===== src/rtl/lkv_pkg.sv =====
// lkv_pkg: shared types and codes for the LRU key-value cache.
// Used by lkv_ctrl, lkv_dp and lru_key_value_cache.
`default_nettype none
package lkv_pkg;
  typedef enum logic [1:0] {
    ACT_WRITE  = 2'd0,
    ACT_READ   = 2'd1,
    ACT_REMOVE = 2'd2,
    ACT_NONE   = 2'd3
  } action_e;

  // controller -> datapath commands
  typedef struct packed {
    logic load;      // capture input word, clear scan state
    logic scan;      // examine slot at scan index
    logic scan_rst;  // scan start marker; masks scan_last
    logic rd_req;    // issue RAM read of hit slot
    logic commit;    // apply update to slot state
    logic done;      // present result
  } cmd_t;

  // datapath -> controller status
  typedef struct packed {
    logic scan_last;
  } sts_t;
endpackage
`default_nettype wire


===== src/rtl/lru_key_value_cache.sv =====
// Channel  | Ports                                   | Handshake
// input    | action_i key_i value_i length_i         | start & !busy
// result   | hit_o read_value_o read_length_o evicted_o | done_o, one cycle
// config   | cfg_we_i cfg_data_i (capacity)          | cfg_we_i
// An item passes a serial scan of the key RAM, one slot per cycle, then a
// data RAM read, commit and result register.
// Reset (rst_ni, async, low) clears valid bits, ages, count; capacity to 16.
// The receiver cannot stall; one word is in flight at a time.
// Depends on lkv_pkg, lkv_ctrl, lkv_dp, lkv_ram.
`default_nettype none
module lru_key_value_cache #(
  parameter int Entries  = 16,
  parameter int KeyBits  = 32,
  parameter int DataBits = 64
) (
  input  wire logic                clk_i,
  input  wire logic                rst_ni,
  input  wire logic                start,
  output logic                     busy,
  input  wire logic                cfg_we_i,
  input  wire logic [4:0]          cfg_data_i,
  input  wire logic [1:0]          action_i,
  input  wire logic [KeyBits-1:0]  key_i,
  input  wire logic [DataBits-1:0] value_i,
  input  wire logic [31:0]         length_i,
  output logic                     done_o,
  output logic                     hit_o,
  output logic [DataBits-1:0]      read_value_o,
  output logic [31:0]              read_length_o,
  output logic                     evicted_o
);
  import lkv_pkg::*;

  cmd_t cmd;
  sts_t sts;

  lkv_ctrl u_ctrl (
    .clk_i, .rst_ni, .start_i(start), .busy_o(busy), .sts_i(sts), .cmd_o(cmd));

  lkv_dp #(.Entries(Entries), .KeyBits(KeyBits), .DataBits(DataBits)) u_dp (
    .clk_i, .rst_ni, .cmd_i(cmd), .sts_o(sts), .cfg_we_i, .cfg_data_i,
    .action_i, .key_i, .value_i, .length_i, .done_o, .hit_o, .read_value_o,
    .read_length_o, .evicted_o);
endmodule
`default_nettype wire


===== src/rtl/lkv_ram.sv =====
// lkv_ram: generic simple dual-port RAM, one write and one registered read port.
// No dependencies.
`default_nettype none
module lkv_ram #(
  parameter int Width = 8,
  parameter int Depth = 16
) (
  input  wire logic                     clk_i,
  input  wire logic                     we_i,
  input  wire logic [$clog2(Depth)-1:0] waddr_i,
  input  wire logic [Width-1:0]         wdata_i,
  input  wire logic [$clog2(Depth)-1:0] raddr_i,
  output logic      [Width-1:0]         rdata_o
);
  logic [Width-1:0] mem_q [Depth];

  always_ff @(posedge clk_i) begin
    if (we_i) mem_q[waddr_i] <= wdata_i;
    rdata_o <= mem_q[raddr_i];
  end
endmodule
`default_nettype wire


===== src/rtl/lkv_ctrl.sv =====
// lkv_ctrl: sequencer for one cache word: load, scan, read, commit, respond.
// Depends on lkv_pkg.
`default_nettype none
module lkv_ctrl (
  input  wire logic          clk_i,
  input  wire logic          rst_ni,
  input  wire logic          start_i,
  output logic               busy_o,
  input  wire lkv_pkg::sts_t sts_i,
  output lkv_pkg::cmd_t      cmd_o
);
  import lkv_pkg::*;

  localparam logic [2:0] StIdle = 3'd0;
  localparam logic [2:0] StScan = 3'd1;
  localparam logic [2:0] StRead = 3'd2;
  localparam logic [2:0] StWait = 3'd3;
  localparam logic [2:0] StCommit = 3'd4;

  logic [2:0] state_q, state_d;

  always_comb begin
    state_d = state_q;
    cmd_o = '0;
    unique case (state_q)
      StIdle: begin
        if (start_i) begin
          cmd_o.load = 1'b1;
          cmd_o.scan_rst = 1'b1;
          state_d = StScan;
        end
      end
      StScan: begin
        cmd_o.scan = 1'b1;
        if (sts_i.scan_last) state_d = StRead;
      end
      StRead: begin
        cmd_o.rd_req = 1'b1;
        state_d = StWait;
      end
      StWait: state_d = StCommit;
      StCommit: begin
        cmd_o.commit = 1'b1;
        cmd_o.done = 1'b1;
        state_d = StIdle;
      end
      default: state_d = StIdle;
    endcase
  end

  always_ff @(posedge clk_i or negedge rst_ni) begin
    if (!rst_ni) begin
      state_q <= StIdle;
    end else begin
      state_q <= state_d;
    end
  end

  assign busy_o = (state_q != StIdle);

  a_load_idle: assert property (@(posedge clk_i) disable iff (!rst_ni)
    cmd_o.load |-> state_q == StIdle) else $error("load outside idle");
  a_commit_next_idle: assert property (@(posedge clk_i) disable iff (!rst_ni)
    cmd_o.commit |=> !busy_o) else $error("commit not followed by idle");
  a_scan_after_load: assert property (@(posedge clk_i) disable iff (!rst_ni)
    cmd_o.load |=> cmd_o.scan) else $error("scan did not follow load");
endmodule
`default_nettype wire


===== src/rtl/lkv_dp.sv =====
// lkv_dp: slot state, serial key/oldest/free scan, data RAMs and result regs.
// Depends on lkv_pkg and lkv_ram.
`default_nettype none
module lkv_dp #(
  parameter int Entries  = 16,
  parameter int KeyBits  = 32,
  parameter int DataBits = 64
) (
  input  wire logic                clk_i,
  input  wire logic                rst_ni,
  input  wire lkv_pkg::cmd_t       cmd_i,
  output lkv_pkg::sts_t            sts_o,
  input  wire logic                cfg_we_i,
  input  wire logic [4:0]          cfg_data_i,
  input  wire logic [1:0]          action_i,
  input  wire logic [KeyBits-1:0]  key_i,
  input  wire logic [DataBits-1:0] value_i,
  input  wire logic [31:0]         length_i,
  output logic                     done_o,
  output logic                     hit_o,
  output logic [DataBits-1:0]      read_value_o,
  output logic [31:0]              read_length_o,
  output logic                     evicted_o
);
  import lkv_pkg::*;

  localparam int IdxW = $clog2(Entries);
  localparam int CntW = $clog2(Entries + 1);

  logic [4:0] cap_q;
  logic [Entries-1:0] valid_q;
  logic [IdxW-1:0] age_q [Entries];
  logic [CntW-1:0] used_q;

  logic [1:0] act_q;
  logic [KeyBits-1:0] key_q;
  logic [DataBits-1:0] val_q;
  logic [31:0] len_q;
  logic [IdxW-1:0] idx_q;
  logic hit_q, old_found_q, free_found_q;
  logic [IdxW-1:0] hit_idx_q, old_idx_q, free_idx_q;

  logic [KeyBits-1:0] key_rd;
  logic [DataBits-1:0] val_rd;
  logic [31:0] len_rd;

  // key RAM read address follows the scan; registered read data arrives in the next cycle
  logic [IdxW-1:0] key_raddr;
  logic scan_pend_q;
  logic [IdxW-1:0] chk_idx_q;
  assign key_raddr = idx_q;

  // effective capacity
  logic [CntW:0] cap_eff;
  always_comb begin
    if (cap_q == 5'd0) cap_eff = (CntW+1)'(1);
    else if ({{(CntW+1){1'b0}}, cap_q} > (CntW+6)'(Entries)) cap_eff = (CntW+1)'(Entries);
    else cap_eff = (CntW+1)'(cap_q);
  end

  logic is_write, is_read, is_remove;
  assign is_write  = (act_q == ACT_WRITE);
  assign is_read   = (act_q == ACT_READ);
  assign is_remove = (act_q == ACT_REMOVE);

  logic need_evict;
  assign need_evict = is_write && !hit_q && ({1'b0, used_q} >= cap_eff) && old_found_q;

  // new slot: lowest free, else the evicted one
  logic [IdxW-1:0] ins_idx;
  assign ins_idx = free_found_q ? free_idx_q : old_idx_q;

  logic [IdxW-1:0] tgt_idx;
  assign tgt_idx = hit_q ? hit_idx_q : ins_idx;

  logic wr_data;
  assign wr_data = cmd_i.commit && is_write;

  lkv_ram #(.Width(KeyBits), .Depth(Entries)) u_key_ram (
    .clk_i, .we_i(wr_data && !hit_q), .waddr_i(ins_idx), .wdata_i(key_q),
    .raddr_i(key_raddr), .rdata_o(key_rd));
  lkv_ram #(.Width(DataBits), .Depth(Entries)) u_val_ram (
    .clk_i, .we_i(wr_data), .waddr_i(tgt_idx), .wdata_i(val_q),
    .raddr_i(hit_idx_q), .rdata_o(val_rd));
  lkv_ram #(.Width(32), .Depth(Entries)) u_len_ram (
    .clk_i, .we_i(wr_data), .waddr_i(tgt_idx), .wdata_i(len_q),
    .raddr_i(hit_idx_q), .rdata_o(len_rd));

  assign sts_o.scan_last = cmd_i.scan && !cmd_i.scan_rst && scan_pend_q
                           && (chk_idx_q == IdxW'(Entries - 1));

  always_ff @(posedge clk_i or negedge rst_ni) begin
    if (!rst_ni) begin
      cap_q <= 5'd16;
    end else if (cfg_we_i) begin
      cap_q <= cfg_data_i;
    end
  end

  // scan: idx_q issues reads, chk_idx_q checks the returned key in the following cycle
  always_ff @(posedge clk_i or negedge rst_ni) begin
    if (!rst_ni) begin
      idx_q <= '0;
      scan_pend_q <= 1'b0;
      chk_idx_q <= '0;
      hit_q <= 1'b0;
      old_found_q <= 1'b0;
      free_found_q <= 1'b0;
    end else if (cmd_i.load) begin
      idx_q <= '0;
      scan_pend_q <= 1'b0;
      chk_idx_q <= '0;
      hit_q <= 1'b0;
      old_found_q <= 1'b0;
      free_found_q <= 1'b0;
    end else if (cmd_i.scan) begin
      if (idx_q != IdxW'(Entries - 1)) idx_q <= idx_q + 1'b1;
      scan_pend_q <= 1'b1;
      chk_idx_q <= idx_q;
      if (scan_pend_q) begin
        if (valid_q[chk_idx_q]) begin
          if (!hit_q && key_rd == key_q) begin
            hit_q <= 1'b1;
          end
          if (!old_found_q || age_q[chk_idx_q] > age_q[old_idx_q]) begin
            old_found_q <= 1'b1;
          end
        end else if (!free_found_q) begin
          free_found_q <= 1'b1;
        end
      end
    end
  end

  always_ff @(posedge clk_i) begin
    if (cmd_i.load) begin
      act_q <= action_i;
      key_q <= key_i;
      val_q <= value_i;
      len_q <= length_i;
    end
    if (cmd_i.scan && scan_pend_q) begin
      if (valid_q[chk_idx_q]) begin
        if (!hit_q && key_rd == key_q) hit_idx_q <= chk_idx_q;
        if (!old_found_q || age_q[chk_idx_q] > age_q[old_idx_q]) old_idx_q <= chk_idx_q;
      end else if (!free_found_q) begin
        free_idx_q <= chk_idx_q;
      end
    end
  end

  // commit: age update (touch / drop / insert), valid, count
  logic [IdxW-1:0] ref_age;
  assign ref_age = hit_q ? age_q[hit_idx_q] : age_q[old_idx_q];

  always_ff @(posedge clk_i or negedge rst_ni) begin
    if (!rst_ni) begin
      valid_q <= '0;
      used_q <= '0;
      for (int i = 0; i < Entries; i++) age_q[i] <= '0;
    end else if (cmd_i.commit) begin
      if (is_remove && hit_q) begin
        valid_q[hit_idx_q] <= 1'b0;
        age_q[hit_idx_q] <= '0;
        for (int i = 0; i < Entries; i++)
          if (valid_q[i] && age_q[i] > ref_age) age_q[i] <= age_q[i] - 1'b1;
        used_q <= used_q - 1'b1;
      end else if ((is_read || is_write) && hit_q) begin
        for (int i = 0; i < Entries; i++)
          if (valid_q[i] && age_q[i] < ref_age) age_q[i] <= age_q[i] + 1'b1;
        age_q[hit_idx_q] <= '0;
      end else if (is_write) begin
        // new key: optional eviction of oldest, then insert as most recent
        for (int i = 0; i < Entries; i++)
          if (valid_q[i] && !(need_evict && IdxW'(i) == old_idx_q)) begin
            if (need_evict) begin
              if (age_q[i] < ref_age) age_q[i] <= age_q[i] + 1'b1;
            end else begin
              age_q[i] <= age_q[i] + 1'b1;
            end
          end
        if (need_evict) begin
          valid_q[old_idx_q] <= 1'b0;
          age_q[old_idx_q] <= '0;
        end
        valid_q[ins_idx] <= 1'b1;
        age_q[ins_idx] <= '0;
        if (!need_evict) used_q <= used_q + 1'b1;
      end
    end
  end

  // result
  always_ff @(posedge clk_i or negedge rst_ni) begin
    if (!rst_ni) begin
      done_o <= 1'b0;
    end else begin
      done_o <= cmd_i.done;
    end
  end

  always_ff @(posedge clk_i) begin
    if (cmd_i.done) begin
      hit_o <= hit_q && (is_write || is_read || is_remove);
      read_value_o <= (is_read && hit_q) ? val_rd : '0;
      read_length_o <= (is_read && hit_q) ? len_rd : '0;
      evicted_o <= need_evict;
    end
  end

  a_used_bounded: assert property (@(posedge clk_i) disable iff (!rst_ni)
    used_q <= CntW'(Entries)) else $error("count overflow");
  a_count_match: assert property (@(posedge clk_i) disable iff (!rst_ni)
    $countones(valid_q) == int'(used_q)) else $error("count mismatch");
  a_evict_no_hit: assert property (@(posedge clk_i) disable iff (!rst_ni)
    cmd_i.commit && need_evict |-> !hit_q) else $error("evict on hit");
endmodule
`default_nettype wire

===== config.mk =====
export PLATFORM = sky130hd
export DESIGN_NAME = lru_key_value_cache
export DESIGN_NICKNAME = d
export VERILOG_FILES = /design/src/rtl/lkv_pkg.sv /design/src/rtl/lru_key_value_cache.sv /design/src/rtl/lkv_ram.sv /design/src/rtl/lkv_ctrl.sv /design/src/rtl/lkv_dp.sv
export SDC_FILE = /design/constraint.sdc
export NUM_CORES = 2
export LEC_CHECK = 0
export BUFFER_PORTS_ARGS = -buffer_cell sky130_fd_sc_hd__buf_2
export CORE_UTILIZATION = 62
export CTS_CLUSTER_SIZE = 8
export DETAILED_ROUTE_END_ITERATION = 8
export PLACE_DENSITY_LB_ADDON = 0.2
export SYNTH_ARGS = -nofsm -noshare
export SYNTH_HDL_FRONTEND = slang
export SYNTH_SLANG_ARGS = --single-unit

===== constraint.sdc =====
create_clock -name clk_i -period 6.9 [get_ports clk_i]
set_input_delay 0.69 -clock clk_i [delete_from_list [all_inputs] [get_ports clk_i]]
set_output_delay 0.69 -clock clk_i [all_outputs]
set_load 0.005 [all_outputs]

==> flow_metrics.py <==
metrics = {
    "synth": {
        "share_of_synthesized_area_occupied_by_flip_flops_and_latches_pct": 72.1,
        "yosysWarningCount": 0,
        "synth_cell_type_count": 91,
        "dominantRegCellSynth": "sky130_fd_sc_hd__edfxtp_1",
        "synth_edf_count": 2288,
        "synth_seq_cells": 2522,
        "synth_cells": 5434,
        "syn-mean-instance-area_um2": 18.9,
        "mappedNetlistNets": 5683,
        "ys_async_sr_fraction_pct": 4.20,
        "post_synth_instance_area_um2": 103000,
    },
    "detailed_routing": {
        "routed_via_density": 6.94,
        "drc": 0,
        "via_count": 57900,
        "firstDrtPassIters": 9,
        "wl_um": 271000,
        "postRouteAntennaNets": 0,
        "post_drt_wl_per_cell_um": 32.5,
        "detailedRoute.firstIterationViolations": 7353,
    },
    "status": {
        "run_status": "finished, final reports clean",
    },
    "timing": {
        "finalCriticalPeriod_ns": 5.45,
        "setup_repair_after_global_routing_missed_its_margin": "no",
        "tightestPinTransition_ns": 1.31,
        "totalNegativeSetupSlack_ns": 0,
        "setup_viol": 0,
        "final_min_period_over_clock_period_pct": 78.9,
        "drv_slew": 0,
        "timing.final.hold_violations": 0,
        "slew_headroom_pct": 12.2,
        "highest_achievable_clock_rate_mhz": 184,
        "final.hold.worst_slack_ns": 0.0417,
        "worst_clock_skew_ns": 0.101,
    },
    "clocking": {
        "cts_root_buffer_type": "sky130_fd_sc_hd__clkbuf_16",
        "clkLatencyLatePin_ns": 0.98,
        "clock_sinks": 2522,
        "clk_pin_slew_ns": 0.05,
        "clockBufferDepth": 4,
        "clock_tree.htree_level_count": 5,
        "cts-buffers-inserted": 366,
        "post_cts.resized_instances": 0,
        "cts_tree": "yes",
    },
    "placed_design": {
        "gpl.final_weighted_congestion": 0.909,
        "post-dp-hpwl_um": 129000,
        "place.port_buffers": 238,
    },
    "pwr": {
        "switching_part_of_the_total_power_pct": 25.1,
        "seq_power_share_pct": 47.1,
        "power.combinational.fraction_pct": 10.9,
        "p_int_mw": 28.9,
        "power_density_nw_per_um2": 328,
        "power.share.clock_pct": 41.9,
        "leakage_nw": 39.6,
        "netSwitchingPower_mw": 9.70,
        "power.ir.vdd_worst_v": 0.000454,
    },
    "floorplanning": {
        "floorplan.die_area_um2": 167000,
        "die-height_um": 409,
        "fp.coreArea_um2": 164000,
        "die-width_um": 409,
        "initial_utilization_pct": 62.7,
        "rows": 148,
        "io_pins": 239,
    },
    "grt": {
        "grt_pass1_wl_um": 395000,
        "grt_pass1_vias": 58600,
        "grt_overflow_total": 0,
        "grt_start_max_net_pins": 159,
        "antenna_found_initial": 13,
        "grt.total_usage_pct": 32.5,
    },
    "final_layout": {
        "area_growth_pct": 15.0,
        "finalNetCount": 6185,
        "nFillCells": 9286,
        "drive_gt1_share_pct": 23.9,
    },
    "min_path": {
        "hold_class": "in -> reg",
    },
    "critical_path": {
        "critical_path_class": "reg -> reg",
        "cp_max_fo": 17,
        "endpoint_kind": "register",
        "setup.worst_path.start_class": "register",
        "required_ns": 7.72,
        "worst-endpoint-arrival_ns": 6.26,
    },
    "run": {
        "maxCapViolCount": 0,
    },
}
## placed cells by master (no fill, tap or decap), types with 61 or more instances in the layout
master and n:
sky130_fd_sc_hd__mux2i_1 148, sky130_fd_sc_hd__a21oi_1 142, sky130_fd_sc_hd__dfxtp_1 128, sky130_fd_sc_hd__and3_1 109, sky130_fd_sc_hd__dfrtp_1 102, sky130_fd_sc_hd__inv_1 81, sky130_fd_sc_hd__buf_4 87, sky130_fd_sc_hd__xnor2_1 61
sky130_fd_sc_hd__clkbuf_16 372, sky130_fd_sc_hd__clkbuf_1 214, sky130_fd_sc_hd__mux4_2 608, sky130_fd_sc_hd__nor2_1 89, sky130_fd_sc_hd__edfxtp_1 2288, sky130_fd_sc_hd__dlygate4sd3_1 125, sky130_fd_sc_hd__o21ai_0 211, sky130_fd_sc_hd__buf_2 237
sky130_fd_sc_hd__nand2_1 169, sky130_fd_sc_hd__ha_1 109
## routing by layer
layer	routed length (µm)	part of all wire, %	vias up	global-route usage [%]
met5	89	0.033	-	0
met1	101000	37	30000	44.2
met4	9900	3.7	14	12.7
met2	135000	50	3751	53.2
met3	24900	9.2	680	5.60
li1	-	-	23500	-
## flip-flops by register name, summed over array words and instances (netlist names), 5 cells and up
name and flops:
u_dp.u_val_ram.mem_q 1024, u_dp.u_key_ram.mem_q 512, u_dp.u_len_ram.mem_q 512, u_dp.age_q 64
u_dp.read_value_o 64, u_dp.u_val_ram.rdata_o 64, u_dp.val_q 64, u_dp.key_q 32
u_dp.len_q 32, u_dp.read_length_o 32, u_dp.u_key_ram.rdata_o 32, u_dp.u_len_ram.rdata_o 32
u_dp.valid_q 16, u_dp.cap_q 5, u_dp.used_q 5
## synthesized netlist by cell type, drive strengths merged, types with 59 or more instances
cell,instances,area share [%]
edfxtp,2288,67
mux4,608,13
clkbuf,223,0.82
o21ai,212,1.0
nand2,170,0.62
mux2i,151,1.5
a21oi,143,0.70
dfxtp,128,2.5
nor2,123,0.46
buf,114,0.56
and3,109,0.66
ha,109,1.3
dfrtp,105,2.6
inv,84,0.31
xnor2,61,0.52
a22oi,59,0.43
## power by group through the flow
stage | sequential, mW | clock (mW) | combinational [mW]
after floorplan | 17.9 | 0 | 3.26
after global placement | 18.4 | 0 | 3.99
after detailed placement | 18.5 | 0 | 4.06
after CTS | 18.2 | 16.3 | 4.17
after global routing | 18.3 | 16.9 | 4.54
final | 18.2 | 16.2 | 4.22
## per-stage QoR
stage          utilization (%)  instance area, µm²  std cells  setup slack, ns  power [mW]
2_1_floorplan                -              103000       5434            0.681        21.2
3_3_place_gp              65.1              106000       7618             1.57        22.4
3_5_place_dp              65.1              106000       7618             1.49        22.5
4_1_cts                   72.1              118000       8339             1.49        38.7
5_1_grt                   72.1              118000       8340             1.20        39.7
6_report                  72.1              118000       8343             1.45        38.6
## cell families after synthesis
kind of cell / after synthesis / share of synthesized area, %
flops: 2522 / 72.1
compound gates: 794 / 5.23
buf+inv: 423 / 1.69
xor+xnor: 80 / 0.683
mux: 802 / 15.3
fa+ha+maj: 111 / 1.36
simple gates: 702 / 3.66
## final timing paths
| path | endpoint | slack (ns) | cells after the start | startpoint |
|---|---|---|---|---|
| min in group asynchronous | u_dp.age_q[58]$_DFFE_PN0P_ | 0.31 | 2 | rst_ni |
| setup / recovery | u_dp.age_q[8]$_DFFE_PN0P_ | 1.45 | 12 | u_dp.hit_idx_q[0]$_DFFE_PP_ |
| hold reg to reg | u_dp.used_q[4]$_DFFE_PN0P_ | 0.48 | 1 | u_dp.used_q[4]$_DFFE_PN0P_ |
| hold / removal | u_dp.key_q[10]$_DFFE_PP_ | 0.04 | 1 | key_i[10] |
| max in group asynchronous | u_dp.age_q[23]$_DFFE_PN0P_ | 5.04 | 3 | rst_ni |
| setup reg to reg | u_dp.age_q[8]$_DFFE_PN0P_ | 1.45 | 12 | u_dp.hit_idx_q[0]$_DFFE_PP_ |
## critical path, cell delays in order, from the launching register on
cell and delay, ns:
sky130_fd_sc_hd__edfxtp_1 0.91, sky130_fd_sc_hd__buf_4 0.36, sky130_fd_sc_hd__mux4_2 0.52, sky130_fd_sc_hd__mux4_2 0.48, sky130_fd_sc_hd__mux2i_2 0.63, sky130_fd_sc_hd__buf_4 0.34, sky130_fd_sc_hd__ha_1 0.29, sky130_fd_sc_hd__and4b_1 0.25
sky130_fd_sc_hd__a211oi_1 0.62, sky130_fd_sc_hd__o21ai_0 0.44, sky130_fd_sc_hd__mux2i_1 0.24, sky130_fd_sc_hd__o21ai_0 0.10, sky130_fd_sc_hd__o22ai_1 0.18
## cell type report
class                   instances  area, µm²  share of cell area (%)
flip-flops and latches       2522      73900                    62.7
multi-input cells            2489      27200                    23.1
clock buffers                 588      10100                    8.60
repair buffers                471       3530                    2.99
well taps                    2175       2720                    2.31
inverters                      86        335                   0.284
clock inverters                 8       88.8                  0.0753
diodes                          4       10.0                 0.00849
## repair_timing
item / CTS / global route
setup buffers: 0 / 0
hold buffers: 125 / 0
setup endpoints to repair: 0 / 0
endpoints found under the hold margin: 162 / 0
(Power assumes the default switching activity.)
